### config.mk
export PLATFORM = sky130hd
export DESIGN_NAME = color_symbol_receiver
export DESIGN_NICKNAME = d
export VERILOG_FILES = /design/src/rtl/core/csym_pkg.sv /design/src/rtl/core/color_symbol_receiver.sv /design/src/rtl/core/csym_metric.sv /design/src/rtl/core/csym_select.sv
export SDC_FILE = /design/constraint.sdc
export NUM_CORES = 2
export LEC_CHECK = 0
export ABC_AREA = 1
export BUFFER_PORTS_ARGS = -buffer_cell sky130_fd_sc_hd__buf_4
export CAP_MARGIN = 20
export CORE_UTILIZATION = 45
export DETAILED_ROUTE_END_ITERATION = 10
export MAX_ROUTING_LAYER = met4
export PLACE_DENSITY_LB_ADDON = 0.15
export SKIP_LAST_GASP = 1
export SLEW_MARGIN = 20
export SYNTH_ARGS = -nofsm -noshare
export SYNTH_HDL_FRONTEND = slang
export SYNTH_SLANG_ARGS = --single-unit
### constraint.sdc
create_clock -name clk -period 22.2 [get_ports clk]
set_clock_uncertainty 0.2 [all_clocks]
set_input_delay 1.11 -clock clk [delete_from_list [all_inputs] [get_ports clk]]
set_output_delay 1.11 -clock clk [all_outputs]
set_load 0.005 [all_outputs]
### src/rtl/core/csym_pkg.sv
// ----------------------------------------------------------------------------
// csym_pkg
// Shared types and constants of the color symbol receiver: code values,
// datapath widths, luminance weights and the eight-entry BGR palette.
// ----------------------------------------------------------------------------
package csym_pkg;

  localparam int unsigned CHAN_W = 8;
  localparam int unsigned SQ_W   = 2 * CHAN_W;
  // max squared distance is 3 * 255^2 = 195075, limit^2 at most 511^2
  localparam int unsigned DIST_W = 18;
  // max weighted luminance and threshold are 1000 * 255 = 255000
  localparam int unsigned LUMA_W = 18;
  localparam int unsigned CODE_W = 4;
  localparam int unsigned SYM_W  = 3;
  localparam int unsigned RUN_W  = 8;
  localparam int unsigned NUM_COLORS = 8;

  localparam logic [CODE_W-1:0] CODE_NONE    = 4'd15;
  localparam logic [CODE_W-1:0] CODE_NOMATCH = 4'd8;
  localparam logic [RUN_W-1:0]  RUN_MAX      = 8'd255;

  // luminance in thousandths
  localparam logic [9:0] LUMA_WB     = 10'd114;
  localparam logic [9:0] LUMA_WG     = 10'd587;
  localparam logic [9:0] LUMA_WR     = 10'd299;
  localparam logic [9:0] LUMA_SCALE  = 10'd1000;

  // per palette entry: bit 0 blue, bit 1 green, bit 2 red is at full scale
  localparam logic [NUM_COLORS-1:0][2:0] PALETTE = {
    3'b011,  // cyan
    3'b110,  // yellow
    3'b101,  // magenta
    3'b010,  // green
    3'b001,  // blue
    3'b100,  // red
    3'b111,  // white
    3'b000   // black
  };

  typedef enum logic [1:0] {
    REG_MODE_OCTAL,
    REG_STABLE_FRAMES,
    REG_LUMA_THRESHOLD,
    REG_DISTANCE_LIMIT
  } cfg_reg_t;

  // results of the first decode stage
  typedef struct packed {
    logic [NUM_COLORS-1:0][DIST_W-1:0] sq_dist;
    logic [DIST_W-1:0]                 limit_sq;
    logic                              luma_low;
  } metric_t;

endpackage

### src/rtl/core/color_symbol_receiver.sv
// ----------------------------------------------------------------------------
// color_symbol_receiver
// Decodes averaged BGR samples into binary or eight-color symbols and
// debounces them with a saturating run counter.
//
//   channel  dir  signals                       contents
//   s        in   s_tvalid s_tready s_tdata     one BGR sample
//   m        out  m_tvalid m_tready m_tdata     symbol, valid, run, accepted
//   cfg      in   cfg_wen cfg_index cfg_data    register write
//
// one request per cycle sustained while m_tready stays high; a result passes in turn
// through the input register, the distance/luminance register and the result register
// the run counter updates as each item leaves the second register
// every stage holds while the next is full and stalled; a full result
// register still frees the earlier stages when m_tready is high
// synchronous reset clears stage valids and run state and restores the default configuration
// ----------------------------------------------------------------------------
module color_symbol_receiver
  import csym_pkg::*;
(
  input  logic        clk,
  input  logic        rst,
  input  logic        s_tvalid,
  output logic        s_tready,
  input  logic [23:0] s_tdata,    // blue[7:0], green[15:8], red[23:16]
  output logic        m_tvalid,
  input  logic        m_tready,
  output logic [15:0] m_tdata,    // symbol[2:0], symbol_valid[3],
                                  // run_length[11:4], accepted[12], zero[15:13]
  input  logic        cfg_wen,
  input  logic [1:0]  cfg_index,
  input  logic [8:0]  cfg_data
);

  // configuration
  logic        mode_octal;
  logic [7:0]  stable_frames;
  logic [7:0]  luma_threshold;
  logic [8:0]  distance_limit;

  // pipeline
  logic              in_valid;
  logic [23:0]       in_data;
  logic              mid_valid;
  metric_t           mid_metric;
  metric_t           metric_next;
  logic              out_valid;
  logic [15:0]       out_data;
  logic              in_ready;
  logic              mid_ready;
  logic              out_ready;

  // run state
  logic [CODE_W-1:0] last_code;
  logic [RUN_W-1:0]  run_count;
  logic [CODE_W-1:0] code;
  logic              sym_valid;
  logic [RUN_W-1:0]  run_next;
  logic              accept_sym;

  always_ff @(posedge clk) begin
    if (rst) begin
      mode_octal     <= 1'b0;
      stable_frames  <= 8'd3;
      luma_threshold <= 8'd128;
      distance_limit <= 9'd120;
    end else if (cfg_wen) begin
      unique case (cfg_reg_t'(cfg_index))
        REG_MODE_OCTAL:     mode_octal     <= cfg_data[0];
        REG_STABLE_FRAMES:  stable_frames  <= cfg_data[7:0];
        REG_LUMA_THRESHOLD: luma_threshold <= cfg_data[7:0];
        REG_DISTANCE_LIMIT: distance_limit <= cfg_data;
        default: ;
      endcase
    end
  end

  assign out_ready = !out_valid || m_tready;
  assign mid_ready = !mid_valid || out_ready;
  assign in_ready  = !in_valid || mid_ready;
  assign s_tready  = in_ready;

  csym_metric u_metric (
    .blue           (in_data[7:0]),
    .green          (in_data[15:8]),
    .red            (in_data[23:16]),
    .luma_threshold (luma_threshold),
    .distance_limit (distance_limit),
    .metric         (metric_next)
  );

  csym_select u_select (
    .metric     (mid_metric),
    .mode_octal (mode_octal),
    .code       (code)
  );

  assign sym_valid = (code != CODE_NOMATCH);

  always_comb begin
    if (code != last_code) begin
      run_next = RUN_W'(1);
    end else if (run_count == RUN_MAX) begin
      run_next = RUN_MAX;
    end else begin
      run_next = run_count + RUN_W'(1);
    end
  end

  assign accept_sym = sym_valid && (run_next >= stable_frames);

  always_ff @(posedge clk) begin
    if (rst) begin
      in_valid  <= 1'b0;
      mid_valid <= 1'b0;
      out_valid <= 1'b0;
      last_code <= CODE_NONE;
      run_count <= '0;
    end else begin
      if (in_ready) begin
        in_valid <= s_tvalid;
      end
      if (mid_ready) begin
        mid_valid <= in_valid;
      end
      if (out_ready) begin
        out_valid <= mid_valid;
      end
      if (mid_valid && out_ready) begin
        // an accepted symbol restarts the run from nothing
        last_code <= accept_sym ? CODE_NONE : code;
        run_count <= accept_sym ? '0 : run_next;
      end
    end
  end

  always_ff @(posedge clk) begin
    if (in_ready && s_tvalid) begin
      in_data <= s_tdata;
    end
    if (mid_ready && in_valid) begin
      mid_metric <= metric_next;
    end
    if (out_ready && mid_valid) begin
      out_data <= {3'b000, accept_sym, run_next, sym_valid,
                   sym_valid ? code[SYM_W-1:0] : SYM_W'(0)};
    end
  end

  assign m_tvalid = out_valid;
  assign m_tdata  = out_data;

  // an empty result register never blocks new requests
  assert property (@(posedge clk) disable iff (rst) !m_tvalid |-> s_tready)
    else $error("input stalled with empty result register");

  // run count and last code are cleared together and set together
  assert property (@(posedge clk) disable iff (rst)
    (run_count == '0) == (last_code == CODE_NONE))
    else $error("run state inconsistent");

  // acceptance clears the run state
  assert property (@(posedge clk) disable iff (rst)
    (mid_valid && out_ready && accept_sym) |=>
      (run_count == '0 && last_code == CODE_NONE))
    else $error("run not restarted after acceptance");

endmodule

### src/rtl/core/csym_metric.sv
// ----------------------------------------------------------------------------
// csym_metric
// Squared distances of one BGR sample to every palette color, the squared
// distance limit and the luminance-below-threshold bit.
// ----------------------------------------------------------------------------
module csym_metric
  import csym_pkg::*;
(
  input  logic [CHAN_W-1:0] blue,
  input  logic [CHAN_W-1:0] green,
  input  logic [CHAN_W-1:0] red,
  input  logic [7:0]        luma_threshold,
  input  logic [8:0]        distance_limit,
  output metric_t           metric
);

  logic [2:0][CHAN_W-1:0] comp;
  logic [2:0][SQ_W-1:0]   sq_lo;
  logic [2:0][SQ_W-1:0]   sq_hi;
  logic [CHAN_W-1:0]      comp_inv;
  logic [LUMA_W-1:0]      luma;
  logic [LUMA_W-1:0]      luma_limit;

  assign comp = {red, green, blue};

  // palette components are all 0 or 255, so two squares per channel suffice
  always_comb begin
    comp_inv = '0;
    for (int ch = 0; ch < 3; ch++) begin
      comp_inv  = 8'd255 - comp[ch];
      sq_lo[ch] = SQ_W'(comp[ch]) * SQ_W'(comp[ch]);
      sq_hi[ch] = SQ_W'(comp_inv) * SQ_W'(comp_inv);
    end
  end

  always_comb begin
    for (int i = 0; i < NUM_COLORS; i++) begin
      metric.sq_dist[i] = DIST_W'(PALETTE[i][0] ? sq_hi[0] : sq_lo[0])
                        + DIST_W'(PALETTE[i][1] ? sq_hi[1] : sq_lo[1])
                        + DIST_W'(PALETTE[i][2] ? sq_hi[2] : sq_lo[2]);
    end
  end

  assign luma = LUMA_W'(blue) * LUMA_W'(LUMA_WB)
              + LUMA_W'(green) * LUMA_W'(LUMA_WG)
              + LUMA_W'(red) * LUMA_W'(LUMA_WR);
  assign luma_limit = LUMA_W'(luma_threshold) * LUMA_W'(LUMA_SCALE);

  assign metric.luma_low = (luma < luma_limit);
  assign metric.limit_sq = DIST_W'(distance_limit) * DIST_W'(distance_limit);

endmodule

### src/rtl/core/csym_select.sv
// ----------------------------------------------------------------------------
// csym_select
// Picks the nearest palette color with a three-level compare tree, checks it
// against the distance limit and forms the decode code for either mode.
// ----------------------------------------------------------------------------
module csym_select
  import csym_pkg::*;
(
  input  metric_t           metric,
  input  logic              mode_octal,
  output logic [CODE_W-1:0] code
);

  logic [3:0][DIST_W-1:0] l1_dist;
  logic [3:0][SYM_W-1:0]  l1_idx;
  logic [1:0][DIST_W-1:0] l2_dist;
  logic [1:0][SYM_W-1:0]  l2_idx;
  logic [DIST_W-1:0]      best_dist;
  logic [SYM_W-1:0]       best_idx;

  // the right side wins only when strictly nearer, so ties keep the lower index
  always_comb begin
    for (int i = 0; i < 4; i++) begin
      if (metric.sq_dist[2*i+1] < metric.sq_dist[2*i]) begin
        l1_dist[i] = metric.sq_dist[2*i+1];
        l1_idx[i]  = SYM_W'(2*i+1);
      end else begin
        l1_dist[i] = metric.sq_dist[2*i];
        l1_idx[i]  = SYM_W'(2*i);
      end
    end
    for (int i = 0; i < 2; i++) begin
      if (l1_dist[2*i+1] < l1_dist[2*i]) begin
        l2_dist[i] = l1_dist[2*i+1];
        l2_idx[i]  = l1_idx[2*i+1];
      end else begin
        l2_dist[i] = l1_dist[2*i];
        l2_idx[i]  = l1_idx[2*i];
      end
    end
    if (l2_dist[1] < l2_dist[0]) begin
      best_dist = l2_dist[1];
      best_idx  = l2_idx[1];
    end else begin
      best_dist = l2_dist[0];
      best_idx  = l2_idx[0];
    end
  end

  always_comb begin
    if (!mode_octal) begin
      code = CODE_W'(metric.luma_low);
    end else if (best_dist <= metric.limit_sq) begin
      code = {1'b0, best_idx};
    end else begin
      code = CODE_NOMATCH;
    end
  end

endmodule

## Yosys cells after proc, flatten, opt, wreduce, memory -nomap -nowiden

Index checks and enable logic that the tools add are counted.

| storage, ports and cells | value |
|---|---|
| memories | 0 |
| latch bits | 0 |
| bits in writable memories | 0 |
| output and inout bits | 18 |
| bits in read-only memories | 0 |
| input port bits | 40 |
| logic and storage cells | 102 |
| flip-flop bits (word level) | 241 |

| cells by class | value |
|---|---|
| magnitude comparators | 10 |
| multiply operators | 11 |
| bitwise logic cells | 0 |
| equal/unequal tests | 6 |
| $add $sub $neg | 18 |
| reduce and logical (&&, ||, !) cells | 15 |
| shift operators | 0 |
| div/mod/pow operators | 0 |
| multiplexer cells | 20 |

Operator list:

| operator | number |
|---|---|
| $add A18 B16 Y18 | 8 |
| $lt A18 B18 Y1 | 8 |
| $mux W18 | 7 |
| $mul A8 B8 Y16 | 6 |
| $add A16 B16 Y17 | 4 |
| $mux W8 | 3 |
| $sub A8 B8 Y8 const A | 3 |
| $add A15 B18 Y18 | 1 |
| $add A18 B17 Y18 | 1 |
| $le A18 B18 Y1 | 1 |
| $mul A8 B10 Y18 const B | 1 |
| $mul A9 B9 Y18 | 1 |
| $mul A8 B9 Y17 const B | 1 |
| $mul A8 B7 Y15 const B | 1 |
| $mul A8 B6 Y14 const B | 1 |
| $mux W4 | 3 |
| $add A8 B1 Y8 const B | 1 |
| $eq A8 B8 Y1 const B | 1 |
| $ge A8 B8 Y1 | 1 |
| $reduce_and A2 Y1 | 4 |
| $eq A2 B2 Y1 const B | 2 |
| $logic_and A1 B1 Y1 | 4 |
| $mux W1 | 4 |
| $mux W2 | 2 |
| 7 further kinds | 11 |

## Longest topological paths before layout

| logic depth | value |
|---|---|
| depth after elaboration | 14 |
| depth in mapped cells | 72 |
| depth with buffers taken out | 68 |

## Hierarchy

A second synthesis with hierarchy kept.

| unflattened totals | value |
|---|---|
| cells, all modules | 5,704 |
| area, all modules | 41,482.3 µm² |

By module, submodules not included:

| module | cells each | sequential area each (µm²) | times used | area each (µm²) |
|---|---|---|---|---|
| csym_metric | 4,362 | 0.0 | 1 | 28,453.5 |
| color_symbol_receiver | 496 | 6,826.5 | 1 | 8,061.5 |
| csym_select | 846 | 0.0 | 1 | 4,967.3 |

## Worst setup path before layout

OpenSTA, ideal clock, no wires.

| timing path | value |
|---|---|
| path type | reg2reg |
| start point | reg mid_metric[162] in the netlist's numbering |
| end point | reg run_count[1] |
| library setup time | 70 ps |
| data required time | 21,930 ps |
| buffers on the path | 4 |
| arrival | 8,609 ps |
| clock period less this slack | 8,879 ps |
| cell stages (with the launch flop) | 67 |
| setup slack | 13,321 ps |
| cells stage by stage | edfxtp_1 ha_1 nand2_1 nor2_1 nand3_1 nor2_1 nor2_2 nand2_4 clkbuf_1 nor2_1 a21oi_1 ha_1 a21oi_1 o21a_1 o221ai_1 a21oi_1 nand2_2 inv_1 [... 31 more ...] nand3_4 nor2_8 inv_4 a21oi_2 ha_1 o21a_1 o21a_1 o21a_1 o21a_1 o21a_1 o21a_1 o21ai_0 nand2_1 nand2_1 inv_1 nor2_2 nand3_1 a21oi_1 |

| between the ends | value |
|---|---|
| word-level cells in the longest chain between the ends | 14 |
| elaborated cells between the ends (all ways) | 18 |
| classes of those cells | order compare: 5; eq/ne: 2; mux: 10; reduce/logical: 1 |

RTL lines:

| item | line | RTL |
|---|---|---|
| start: declaration | color_symbol_receiver.sv:45 | `metric_t mid_metric;` |
| start signal: assignment | color_symbol_receiver.sv:142 | `mid_metric <= metric_next;` |
| $lt A18 B18 Y1 | csym_select.sv:24 | `if (metric.sq_dist[2*i+1] < metric.sq_dist[2*i]) begin` |
| $mux W18 | csym_select.sv:24 |  |
| $lt A18 B18 Y1 | csym_select.sv:33 | `if (l1_dist[2*i+1] < l1_dist[2*i]) begin` |
| $mux W18 | csym_select.sv:33 |  |
| $lt A18 B18 Y1 | csym_select.sv:41 | `if (l2_dist[1] < l2_dist[0]) begin` |
| $mux W18 | csym_select.sv:41 |  |
| $le A18 B18 Y1 | csym_select.sv:53 | `end else if (best_dist <= metric.limit_sq) begin` |
| $mux W4 * | csym_select.sv:53 |  |
| $mux W4 * | csym_select.sv:51 | `if (!mode_octal) begin` |
| $ne A4 B4 Y1 * | color_symbol_receiver.sv:101 | `if (code != last_code) begin` |
| $mux W8 * | color_symbol_receiver.sv:101 |  |
| via run_next[1] | color_symbol_receiver.sv:58 | `logic [RUN_W-1:0] run_next;` |
| $ge A8 B8 Y1 * | color_symbol_receiver.sv:110 | `assign accept_sym = sym_valid && (run_next >= stable_frames);` |
| $logic_and A1 B1 Y1 * | color_symbol_receiver.sv:110 |  |
| via accept_sym | color_symbol_receiver.sv:59 | `logic accept_sym;` |
| $mux W8 * | color_symbol_receiver.sv:132 | `run_count <= accept_sym ? '0 : run_next;` |
| end signal: assignment | color_symbol_receiver.sv:132 |  |
| end: declaration | color_symbol_receiver.sv:55 | `logic [RUN_W-1:0] run_count;` |

The timed path passes the listed nets; every way through them passes the cells marked *.
A chain may end at the register's enable or synchronous reset.

## Worst setup path after layout

| timing path | value |
|---|---|
| start point | reg mid_metric[90] in the netlist's numbering |
| end point | reg run_count[7] |

Same word-level chain as after synthesis.

==> flow_summary.toml <==
[route]
drcViolationCount = 0
ant_nets = 0
dr.pass1.iters = 5
wirelength_um = 90470
dr.first_iter.drc_count = 1286
vias = 26770
drt-wirelength-per-cell_um = 16.95
via_per_inst = 5.014

[yosys]
postSynthAreaPerCell_sq_um = 8.524
yosysMostFrequentCell = "inv_1"
ys_seq_area_frac = 0.1859
synthArstFlopShare = 0
yosys_warnings = 0
synthesis.instances = 4214
synth_seq_cells = 236
synth_area_sq_um = 35920
synth_common_cells = "inv_1 (912), ha_1 (732), nand2_1 (586)"
synthDistinctLibCells = 49
yosysTopAreaCell = "ha_1"
synthTopCellsByArea = "ha_1 (25%), edfxtp_1 (16%), fa_1 (16%)"
synth_flop_cell = "edfxtp_1"
synth_edf_count = 195
netlist.area_leader.share = 0.2550

[sta]
grt_setup_unrepaired = "no"
fmax_mhz = 89.70
setup_viol_count_final = 0
final.setup.tns_ps = 0
min_period_ps = 11150
finalCritPeriodShare = 0.5022
hold_ws_ps = 267.6
worst_slack_ps = 11050
worstMarginPinSlew_ps = 978.3
hold_viol = 0
slew_headroom = 0.3471
maxSlewViolCount = 0

[clock_network]
clkTransAtPathRegs_ps = 60
cts_sinks = 236
cts_inserted_buffers = 31
cts_max_level = 1
clock_path_buffers = 3
hold_buffers = 0
cts_tree = "yes"
cts_setup_buffers = 0
clk_latency_ps = 620
cts.repair.resized = 0
root_buffer = "clkbuf_16"

[place]
place_congestion = 0.9305
pre_cts_ws_ps = 10970
port_buffers = 54
dp_hpwl_um = 77440

[global_route]
grt_pass1_wl_um = 143500
grt_max_degree = 95
grt_util_all_layers = 0.2342
grt_overflow = 0
antenna_found_initial = 4
grt_pass1_vias = 27200

[critical_path]
crit_start = "mid_metric[90]"
cp_top_family = "compound AO/OA/AOI/OAI gates"
critPathLaunchType = "register"
worstPathArrival_ps = 11490
path_max_fanout = 38
endpoint_kind = "register"
max_stage_delay_ps = 660
path_class = "reg2reg"
cpMaxStageDelayCell = "clkinv_1"
cp.required_ps = 22540
r2r-start = "mid_metric[90]"
critPathBufInv = 5

[finish]
multi_input_area_sq_um = 25550
nets = 5324
register_area_sq_um = 6676
post-route-util = 0.4893
areaGrowthSynthToFinish_pct = 7.614
drive_gt1_frac = 0.04012
fill_cells = 7675

[worst_hold_path]
hold_path.class = "reg2reg"
min_from = "stable_frames[3]"

[outcome]
status = "finished clean"

[floorplanning]
rows = 103
num_io_pins = 58
start_util = 0.4547
chipHeight_um = 284.5
die_x_um = 284.5
coreArea_sq_um = 79000
dieArea_sq_um = 80960

[job]
drv_cap = 0
==> state kept, by name (all words and copies together) (netlist names), 4 cells and up <==
signal and cells:
luma_threshold 8, distance_limit 9, last_code 4, run_count 8, in_data 24, stable_frames 8
mid_metric 158, m_tdata 13
==> worst reg2reg max path, delay by kind of cell (launching register included) <==
family	cells	cell delay, ps
flops	1	390
simple gates	24	2950
buf+inv	5	1350
compound gates	23	4660
fa+ha+maj	5	1550
==> kinds of logic (layout without fill, tap and decap cells) <==
logic type / count (synthesis) / count (layout) / synth area share
flops: 236 / 236 / 0.1859
xor+xnor: 323 / 323 / 0.07875
buf+inv: 988 / 1052 / 0.1039
simple gates: 956 / 956 / 0.1105
mux: 1 / 1 / 0.0002787
fa+ha+maj: 1022 / 1022 / 0.4166
other cells: 2 / 12 / 0.0002091
compound gates: 686 / 686 / 0.1039
==> cell type report <==
class,instances,share of cell area
inverters,916,0.08914
repair buffers,78,0.01515
well taps,1050,0.03398
multi-input cells,2999,0.6610
clock buffers,40,0.02418
flip-flops and latches,236,0.1727
diodes,1,0.00006473
clock inverters,18,0.003787
==> final timing paths <==
| path | end | slack (ps) | cells past startpoint |
|---|---|---|---|
| worst max-delay path | run_count[7] | 11050 | 57 |
| worst min-delay path | stable_frames[3] | 270 | 2 |
| worst max register to register | run_count[7] | 11050 | 57 |
| worst min register to register | stable_frames[3] | 270 | 2 |
==> through the flow <==
stage,instance area (sq um),std cells
after floorplan,35960,4223
after global placement,37570,5279
after detailed placement,37570,5279
after CTS,38650,5337
after global routing,38660,5338
final,38660,5338
==> placed cells by master (no fill, tap or decap), types with 3 or more instances in the layout <==
master,instances
nor4_1,5
clkinvlp_4,5
nand3_1,106
o21ai_0,209
o221ai_1,5
clkbuf_16,35
a21oi_2,3
o31ai_1,4
and2_1,5
fa_1,290
nand4_1,15
xor2_1,245
o21bai_1,47
nor3_1,10
buf_4,78
nor2_1,193
inv_6,4
inv_1,911
nand3_2,4
clkinv_2,5
nand2_1,586
o211ai_1,7
clkbuf_8,4
dfxtp_1,41
nand2_2,8
a21oi_1,361
a31oi_1,5
conb_1,11
a211oi_1,4
ha_1,732
nor2_2,5
xnor2_1,78
nand2_4,7
a21o_1,21
nand3b_1,6
o21a_1,14
edfxtp_1,195
==> layer usage <==
| metal | global-route usage | vias to the layer above | part of all wire |
|---|---|---|---|
| met1 | 0.2983 | 12660 | 0.46 |
| met5 | - | - | 0 |
| met4 | 0.07513 | 0 | 0.036 |
| li1 | - | 13610 | - |
| met3 | 0.01934 | 128 | 0.033 |
| met2 | 0.3930 | 370 | 0.47 |
Power is not shown: default switching activity piles up to over one toggle a cycle in this logic, so the estimate is an artifact.
